<file path="src/rtl/core/rde_pkg.sv">
// ----------------------------------------------------------------------------
// rde_pkg
// Shared widths, register indexes, status types and helpers for the radix
// digit extractor.
// ----------------------------------------------------------------------------
package rde_pkg;

   localparam int VALUE_BITS     = 63;
   localparam int DIGIT_BITS     = 8;
   localparam int RADIX_BITS     = DIGIT_BITS + 1;
   localparam int MAX_DIGITS     = VALUE_BITS;
   localparam int COUNT_BITS     = $clog2(MAX_DIGITS + 1);
   localparam int ADDR_BITS      = $clog2(MAX_DIGITS);
   localparam int STEP_BITS      = $clog2(VALUE_BITS);
   localparam int CSR_INDEX_BITS = 2;

   localparam logic [RADIX_BITS-1:0] DEFAULT_RADIX = RADIX_BITS'(10);
   localparam logic [RADIX_BITS-1:0] MIN_RADIX     = RADIX_BITS'(2);
   localparam logic [RADIX_BITS-1:0] MAX_RADIX     = RADIX_BITS'(1 << DIGIT_BITS);

   typedef logic [CSR_INDEX_BITS-1:0] csr_index_type;

   localparam csr_index_type CSR_RADIX      = CSR_INDEX_BITS'(0);
   localparam csr_index_type CSR_HIGH_FIRST = CSR_INDEX_BITS'(1);

   typedef struct packed {
      logic busy;
      logic done;
      logic quot_zero;
   } div_status_type;

   // bases below two act as two, bases above the digit range are clipped
   function automatic logic [RADIX_BITS-1:0] eff_radix(input logic [RADIX_BITS-1:0] r);
      logic [RADIX_BITS-1:0] res;
      res = r;
      if (r < MIN_RADIX) begin
         res = MIN_RADIX;
      end else if (r > MAX_RADIX) begin
         res = MAX_RADIX;
      end
      return res;
   endfunction

endpackage

</file>
<file path="src/rtl/core/rde_divider.sv">
// ----------------------------------------------------------------------------
// rde_divider
// Restoring divider, one quotient bit per cycle. Divides the value by the
// base and holds quotient and remainder after the done pulse.
// ----------------------------------------------------------------------------
module rde_divider (
   input  logic                              clock,
   input  logic                              reset,
   input  logic                              start,
   input  logic [rde_pkg::VALUE_BITS-1:0]    dividend,
   input  logic [rde_pkg::RADIX_BITS-1:0]    divisor,
   output logic [rde_pkg::VALUE_BITS-1:0]    quotient,
   output logic [rde_pkg::RADIX_BITS-1:0]    remainder,
   output rde_pkg::div_status_type           status
);
   import rde_pkg::*;

   logic [VALUE_BITS-1:0] work_ff, work_in;
   logic [RADIX_BITS-1:0] rem_ff, rem_in;
   logic [STEP_BITS-1:0]  step_ff, step_in;
   logic                  busy_ff, busy_in;
   logic                  done_ff, done_in;
   logic [RADIX_BITS:0]   shifted;
   logic [RADIX_BITS:0]   diff;
   logic                  fits;

   // partial remainder with the next dividend bit brought down
   assign shifted = {rem_ff, work_ff[VALUE_BITS-1]};
   assign fits    = shifted >= {1'b0, divisor};
   assign diff    = shifted - {1'b0, divisor};

   always_comb begin
      work_in = work_ff;
      rem_in  = rem_ff;
      step_in = step_ff;
      busy_in = busy_ff;
      done_in = 1'b0;
      if (start) begin
         work_in = dividend;
         rem_in  = '0;
         step_in = '0;
         busy_in = 1'b1;
      end else if (busy_ff) begin
         work_in = {work_ff[VALUE_BITS-2:0], fits};
         rem_in  = fits ? diff[RADIX_BITS-1:0] : shifted[RADIX_BITS-1:0];
         step_in = step_ff + STEP_BITS'(1);
         if (step_ff == STEP_BITS'(VALUE_BITS - 1)) begin
            busy_in = 1'b0;
            done_in = 1'b1;
         end
      end
   end

   always_ff @(posedge clock) begin
      work_ff <= work_in;
      rem_ff  <= rem_in;
      step_ff <= step_in;
      if (reset) begin
         busy_ff <= 1'b0;
         done_ff <= 1'b0;
      end else begin
         busy_ff <= busy_in;
         done_ff <= done_in;
      end
   end

   assign quotient         = work_ff;
   assign remainder        = rem_ff;
   assign status.busy      = busy_ff;
   assign status.done      = done_ff;
   assign status.quot_zero = (work_ff == '0);

endmodule

</file>
<file path="src/rtl/core/rde_digit_store.sv">
// ----------------------------------------------------------------------------
// rde_digit_store
// Digit memory, one write port and one registered read port. Holds the
// digits of a value until they are read back most significant first.
// ----------------------------------------------------------------------------
module rde_digit_store (
   input  logic                             clock,
   input  logic                             wr_en,
   input  logic [rde_pkg::ADDR_BITS-1:0]    wr_addr,
   input  logic [rde_pkg::DIGIT_BITS-1:0]   wr_data,
   input  logic                             rd_en,
   input  logic [rde_pkg::ADDR_BITS-1:0]    rd_addr,
   output logic [rde_pkg::DIGIT_BITS-1:0]   rd_data
);
   import rde_pkg::*;

   logic [DIGIT_BITS-1:0] mem [MAX_DIGITS];
   logic [DIGIT_BITS-1:0] rd_data_ff;

   always_ff @(posedge clock) begin
      if (wr_en) begin
         mem[wr_addr] <= wr_data;
      end
   end

   always_ff @(posedge clock) begin
      if (rd_en) begin
         rd_data_ff <= mem[rd_addr];
      end
   end

   assign rd_data = rd_data_ff;

endmodule

</file>
<file path="src/rtl/core/radix_digit_extractor.sv">
// ----------------------------------------------------------------------------
// radix_digit_extractor
// Splits a non-negative binary value into its digits in a configured base.
// ----------------------------------------------------------------------------
// Usage:
//  - req_ channel: one 63-bit value per request, taken when req_valid is high
//    and req_stall is low. req_stall is high while a value is being worked on.
//  - rsp_ channel: one result per digit, rsp_last_digit marks the end of the
//    run. A zero value gives a single digit 0.
//  - csr_ channel: index 0 is the base (2..256, reset 10), index 1 selects the
//    order (1 = most significant first, reset). csr_ready is always high;
//    write only while no request is in progress.
//  - each digit costs one pass of the shared bit-serial divider, which is then
//    restarted for the next digit. Least significant first puts each digit
//    into the output register as it restarts the divider. Most significant
//    first writes each digit to the store as it restarts the divider, and
//    reads them all back after the divisions.
//  - the output register lets a new request in while the last digit waits.
//    While a digit waits under rsp_stall the sequencer holds its next digit.
//  - reset (synchronous) empties the output register, stops the divider and
//    restores the register defaults; the digit store is not cleared.
// ----------------------------------------------------------------------------
module radix_digit_extractor (
   input  logic                               clock,
   input  logic                               reset,
   input  logic                               req_valid,
   output logic                               req_stall,
   input  logic [rde_pkg::VALUE_BITS-1:0]     req_value,
   output logic                               rsp_valid,
   input  logic                               rsp_stall,
   output logic [rde_pkg::DIGIT_BITS-1:0]     rsp_digit,
   output logic                               rsp_last_digit,
   input  logic                               csr_valid,
   output logic                               csr_ready,
   input  rde_pkg::csr_index_type             csr_index,
   input  logic [rde_pkg::RADIX_BITS-1:0]     csr_data
);
   import rde_pkg::*;

   typedef enum logic [4:0] {
      ST_IDLE    = 5'b00001,
      ST_DIV     = 5'b00010,
      ST_LOW_PUT = 5'b00100,
      ST_RD      = 5'b01000,
      ST_PUT     = 5'b10000
   } state_type;

   state_type             state_ff, state_in;
   logic [RADIX_BITS-1:0] radix_ff, radix_in;
   logic                  high_first_ff, high_first_in;
   logic [COUNT_BITS-1:0] count_ff, count_in;
   logic [ADDR_BITS-1:0]  rd_idx_ff, rd_idx_in;
   logic                  rsp_valid_ff, rsp_valid_in;
   logic [DIGIT_BITS-1:0] rsp_digit_ff, rsp_digit_in;
   logic                  rsp_last_ff, rsp_last_in;

   logic                  req_take;
   logic                  out_free;
   logic                  out_load;
   logic                  div_start;
   logic [VALUE_BITS-1:0] div_dividend;
   logic [VALUE_BITS-1:0] div_quotient;
   logic [RADIX_BITS-1:0] div_remainder;
   div_status_type        div_stat;
   logic                  st_wr;
   logic                  st_rd;
   logic [DIGIT_BITS-1:0] st_rd_data;

   assign req_stall = (state_ff != ST_IDLE);
   assign req_take  = req_valid && !req_stall;
   assign out_free  = !rsp_valid_ff || !rsp_stall;
   assign csr_ready = 1'b1;

   rde_divider u_divider (
      .clock     (clock),
      .reset     (reset),
      .start     (div_start),
      .dividend  (div_dividend),
      .divisor   (eff_radix(radix_ff)),
      .quotient  (div_quotient),
      .remainder (div_remainder),
      .status    (div_stat)
   );

   rde_digit_store u_store (
      .clock   (clock),
      .wr_en   (st_wr),
      .wr_addr (count_ff[ADDR_BITS-1:0]),
      .wr_data (div_remainder[DIGIT_BITS-1:0]),
      .rd_en   (st_rd),
      .rd_addr (rd_idx_ff),
      .rd_data (st_rd_data)
   );

   // csr registers
   always_comb begin
      radix_in      = radix_ff;
      high_first_in = high_first_ff;
      if (csr_valid && csr_ready) begin
         case (csr_index)
            CSR_RADIX:      radix_in      = csr_data;
            CSR_HIGH_FIRST: high_first_in = csr_data[0];
            default:        ;
         endcase
      end
   end

   // sequencer
   always_comb begin
      state_in     = state_ff;
      count_in     = count_ff;
      rd_idx_in    = rd_idx_ff;
      div_start    = 1'b0;
      div_dividend = div_quotient;
      st_wr        = 1'b0;
      st_rd        = 1'b0;
      out_load     = 1'b0;
      rsp_digit_in = rsp_digit_ff;
      rsp_last_in  = rsp_last_ff;
      case (state_ff)
         ST_IDLE: begin
            if (req_take) begin
               div_start    = 1'b1;
               div_dividend = req_value;
               count_in     = '0;
               state_in     = ST_DIV;
            end
         end
         ST_DIV: begin
            if (div_stat.done) begin
               if (high_first_ff) begin
                  st_wr    = 1'b1;
                  count_in = count_ff + COUNT_BITS'(1);
                  if (div_stat.quot_zero) begin
                     rd_idx_in = count_ff[ADDR_BITS-1:0];
                     state_in  = ST_RD;
                  end else begin
                     div_start = 1'b1;
                  end
               end else begin
                  state_in = ST_LOW_PUT;
               end
            end
         end
         ST_LOW_PUT: begin
            if (out_free) begin
               out_load     = 1'b1;
               rsp_digit_in = div_remainder[DIGIT_BITS-1:0];
               rsp_last_in  = div_stat.quot_zero;
               count_in     = count_ff + COUNT_BITS'(1);
               if (div_stat.quot_zero) begin
                  state_in = ST_IDLE;
               end else begin
                  div_start = 1'b1;
                  state_in  = ST_DIV;
               end
            end
         end
         ST_RD: begin
            st_rd    = 1'b1;
            state_in = ST_PUT;
         end
         ST_PUT: begin
            if (out_free) begin
               out_load     = 1'b1;
               rsp_digit_in = st_rd_data;
               rsp_last_in  = (rd_idx_ff == '0);
               if (rd_idx_ff == '0) begin
                  state_in = ST_IDLE;
               end else begin
                  rd_idx_in = rd_idx_ff - ADDR_BITS'(1);
                  state_in  = ST_RD;
               end
            end
         end
         default: begin
            state_in = ST_IDLE;
         end
      endcase
   end

   always_comb begin
      rsp_valid_in = rsp_valid_ff;
      if (out_load) begin
         rsp_valid_in = 1'b1;
      end else if (rsp_valid_ff && !rsp_stall) begin
         rsp_valid_in = 1'b0;
      end
   end

   always_ff @(posedge clock) begin
      rsp_digit_ff <= rsp_digit_in;
      rsp_last_ff  <= rsp_last_in;
      rd_idx_ff    <= rd_idx_in;
      if (reset) begin
         state_ff      <= ST_IDLE;
         radix_ff      <= DEFAULT_RADIX;
         high_first_ff <= 1'b1;
         count_ff      <= '0;
         rsp_valid_ff  <= 1'b0;
      end else begin
         state_ff      <= state_in;
         radix_ff      <= radix_in;
         high_first_ff <= high_first_in;
         count_ff      <= count_in;
         rsp_valid_ff  <= rsp_valid_in;
      end
   end

   assign rsp_valid      = rsp_valid_ff;
   assign rsp_digit      = rsp_digit_ff;
   assign rsp_last_digit = rsp_last_ff;

   // the divider only finishes a pass that the sequencer is waiting on
   assert property (@(posedge clock) disable iff (reset)
      div_stat.done |-> state_ff == ST_DIV)
      else $error("divider finished outside the divide state");

   // read-back never overlaps a running division
   assert property (@(posedge clock) disable iff (reset)
      (state_ff == ST_RD || state_ff == ST_PUT) |-> !div_stat.busy)
      else $error("divider busy during read-back");

   // digit count stays within the store
   assert property (@(posedge clock) disable iff (reset)
      count_ff <= COUNT_BITS'(MAX_DIGITS))
      else $error("digit count beyond store depth");

   // the last digit of a run returns the sequencer to idle
   assert property (@(posedge clock) disable iff (reset)
      (out_load && rsp_last_in) |=> state_ff == ST_IDLE)
      else $error("sequencer not idle after last digit");

   // a waiting result is never overwritten
   assert property (@(posedge clock) disable iff (reset)
      (rsp_valid_ff && rsp_stall) |-> !out_load)
      else $error("result loaded over a stalled one");

endmodule
</file>
<file path="config.mk">
export PLATFORM = sky130hd
export DESIGN_NAME = radix_digit_extractor
export DESIGN_NICKNAME = d
export VERILOG_FILES = /design/src/rtl/core/rde_pkg.sv /design/src/rtl/core/rde_divider.sv /design/src/rtl/core/rde_digit_store.sv /design/src/rtl/core/radix_digit_extractor.sv
export SDC_FILE = /design/constraint.sdc
export NUM_CORES = 1
export LEC_CHECK = 0
export ABC_AREA = 1
export BUFFER_PORTS_ARGS = -buffer_cell sky130_fd_sc_hd__buf_2
export CAP_MARGIN = 10
export CORE_ASPECT_RATIO = 1.25
export CORE_MARGIN = 1.5
export CORE_UTILIZATION = 50
export CTS_CLUSTER_DIAMETER = 100
export DETAILED_ROUTE_END_ITERATION = 8
export GPL_TIMING_DRIVEN = 1
export HOLD_SLACK_MARGIN = 0.06
export PLACE_DENSITY = 0.69
export SLEW_MARGIN = 30
export SYNTH_ARGS = -nofsm -noshare
export SYNTH_HDL_FRONTEND = slang
export SYNTH_SLANG_ARGS = --single-unit
</file>
<file path="constraint.sdc">
create_clock -name clock -period 2.8 [get_ports clock]
set_input_delay 0.28 -clock clock [delete_from_list [all_inputs] [get_ports clock]]
set_output_delay 0.28 -clock clock [all_outputs]
set_load 0.02 [all_outputs]
</file>
==> results.toml <==
[outcome]
status = "finished clean"

[power]
power_mw = 26.7
p_leak_nw = 11.8
p_per_area_nw_per_um2 = 852
peakVddDrop_mv = 0.873

[global_route]
grt_max_degree = 112
grt_pass1_vias = 18909
grt_overflow = 0
grt_first_pass_wirelength_um = 104000
grt_usage = 0.244
antenna_found_initial = 0

[setup_path]
cp_cell_sequence = "nor2_1 > nand2_1 > nor4_4 > nor3_1 > ha_1 > fa_1 > nand3b_1 > nand2_2 > nand2_1 > nand2_1 > nand2_1 > buf_4 > nand3_1 > nand3_1 > nand2_1 > nand2_1 > inv_2"
r2r_setup_slack_ns = 0.22
crit_type = "reg2reg"
arrival_ns = 3.14
cpPeakStageDelay_ns = 0.43
cp.required_ns = 3.36
startpoint_type = "flop"
slowest_stage = "fa_1"
crit_buf_inv = 2
end_kind = "flop"
crit_top_cell = "nand2_1"
path_delay_family = "simple AND/OR/NAND/NOR gates"
crit_fanout = 9

[layout]
layout.nets = 2782
final_cell_area_um2 = 31400
multi_input_area_um2 = 7180
n_fill_cell = 4293
final-seq-area_um2 = 18500
postLayoutCoreUtil = 0.585
syn_to_final_growth_pct = 16.1
diodes = 0
drive_gt1_frac = 0.120

[detailed_routing]
wl_per_cell_um = 19.5
drc = 0
drt_iter0_drc = 1824
vias = 19247
wirelength_um = 67300
viasPerCell = 5.57
detail-route-antenna-nets = 0
dr.pass1.iters = 6

[die]
initial_core_util = 0.504
coreArea_um2 = 53600
core.rowCount = 95
die-area_um2 = 55400
die_x_um = 211
die_y_um = 263
ioPinCount = 91

[clock_tree]
path_clk_slew_ns = 0.07
cts_inserted_buffers = 58
root_buffer = "clkbuf_16"
cts_tree = "built"
cts.path.max_buffers = 3
cts-htree-levels = 2
cts_sinks = 629
clock_latency_ns = 0.63

[sta]
setup_viol = 0
maxSlewViolCount = 0
min_period_ns = 2.58
fmax_ghz = 0.388
finalCritPeriodShare = 0.922
holdWs_ns = 0.130
finalHoldViolCount = 0
worst-slew-pin-transition_ns = 0.902
relSlewSlack = 0.398
setup_tns_ns = 0
clock_skew_ns = 0.0243

[synthesis]
synth.top_cell.area_share = 0.656
netlist_top_cells_count = "edfxtp_1, nand2_1, nor2_1, nand3_1, o21ai_0"
synthFlopType = "edfxtp_1"
yosys_warnings = 0
yosysTopAreaCell = "edfxtp_1"
synth_seq_cells = 629
synth.area.mux_share = 0
syn_area_um2 = 27000
synth_most_common_cell = "edfxtp_1"
seq_area_frac_synth = 0.685
synth_xor_area_frac = 0.00422
synth_edf_count = 590
synth.avg_cell_area_um2 = 10.8
syn_inst = 2492
async_flop_share = 0
synth_top_family_by_area = "simple AND/OR/NAND/NOR gates"
synth_compound_area_frac = 0.0728
yosysUniqueCellTypes = 40
synth-simple-area-share = 0.181
synth_fp_nets = 2585
synth_area_leaders = "edfxtp_1, nand2_1, nand3_1, nor2_1, o21ai_0"
synth_fa_ha_area_frac = 0.00677

[hold_path]
hold_class = "in2reg"

[job]
cap_violations = 0

[placed_design]
hpwl_um = 40200
place_area_um2 = 28700
portBuffers = 89
routabilityCongestion = 0.856
-- layer usage --
metal / vias to the layer above / GRT usage / routed length, µm
met4: 0 / 0.112 / 2930
li1: 9021 / - / -
met2: 820 / 0.421 / 33800
met1: 9229 / 0.301 / 25800
met5: - / 0 / 0
met3: 177 / 0.0361 / 4730
-- flip-flops by register name, indices dropped and copies added, names as in the netlist --
signal and cells:
count_ff 6, u_divider.done_ff 1, radix_ff 9, u_divider.busy_ff 1, u_store.mem 504, rsp_valid 1, state_ff 5, u_divider.step_ff 6
high_first_ff 1, rsp_digit 8, rd_idx_ff 6, u_divider.quotient 63, rsp_last_digit 1, u_divider.remainder 9, u_store.rd_data 8
-- placed cells by master (no fill, tap or decap), drive strengths merged --
cell type	count
a21oi	78
a22oi	1
and2	1
buf	202
bufinv	6
clkbuf	70
clkinv	23
clkinvlp	7
conb	1
dfxtp	39
dlygate4sd3	75
edfxtp	590
fa	1
ha	13
inv	174
nand2	449
nand3	311
nand3b	10
nand4	10
nor2	367
nor3	11
nor4	1
o211ai	66
o21a	1
o21ai	209
o21bai	1
or2	1
xnor2	4
xor2	9
-- report_power, final --
part           total [mW]  internal, mW  leakage, nW  switching, mW
Clock                7.91          4.50        0.908           3.41
Sequential           12.8          12.3         5.77          0.454
Combinational        6.05          1.66         5.12           4.38
Total                26.7          18.5         11.8           8.25
-- tightest hold or removal path: stages --
cell and delay (ns):
buf_2 0.09, inv_1 0.05, nand4_1 0.12, nand2_1 0.06, inv_1 0.05, nand2_1 0.05
-- cell families after synthesis --
logic type               Yosys count
other                              1
buffers and inverters            318
AO/OA/AOI/OAI                    356
XOR/XNOR                          13
AND/OR/NAND/NOR                 1161
adder cells (fa/ha/maj)           14
flip-flops                       629
-- stage by stage --
stage	instances	setup slack, ns
finish	3458	0.219
global route	3458	-0.0125
CTS	3458	0.0641
detailed placement	3281	0.0680
global placement	3281	0.133
floorplan	2492	0.149
-- timing repair --
action / in CTS / in global routing
setup endpoints to repair: 0 / 10
buffers inserted: 0 / 0
resized for setup: 0 / 5
endpoints found under the hold margin: 80 / 0
hold buffers: 75 / 0
-- final cells by class --
class                           count  area share
Tap cell                          727      0.0290
Clock buffer                       70      0.0498
Inverter                          178      0.0216
Timing Repair Buffer              277      0.0700
Sequential cell                   629       0.590
Clock inverter                     32      0.0104
Multi-Input combinational cell   1545       0.229
-- worst paths after layout --
| path | from | end | depth (start not counted) |
|---|---|---|---|
| setup / recovery | radix_ff[3]$_SDFFE_PP1P_ | u_divider.remainder[7]$_SDFFE_PN0P_ | 17 |
| hold / removal | req_valid | state_ff[0]$_SDFFE_PP1P_ | 6 |
| setup reg to reg | radix_ff[3]$_SDFFE_PP1P_ | u_divider.remainder[7]$_SDFFE_PN0P_ | 17 |
| hold reg to reg | radix_ff[1]$_SDFFE_PP1P_ | radix_ff[1]$_SDFFE_PP1P_ | 2 |
Power figures use the tool's default switching activity.
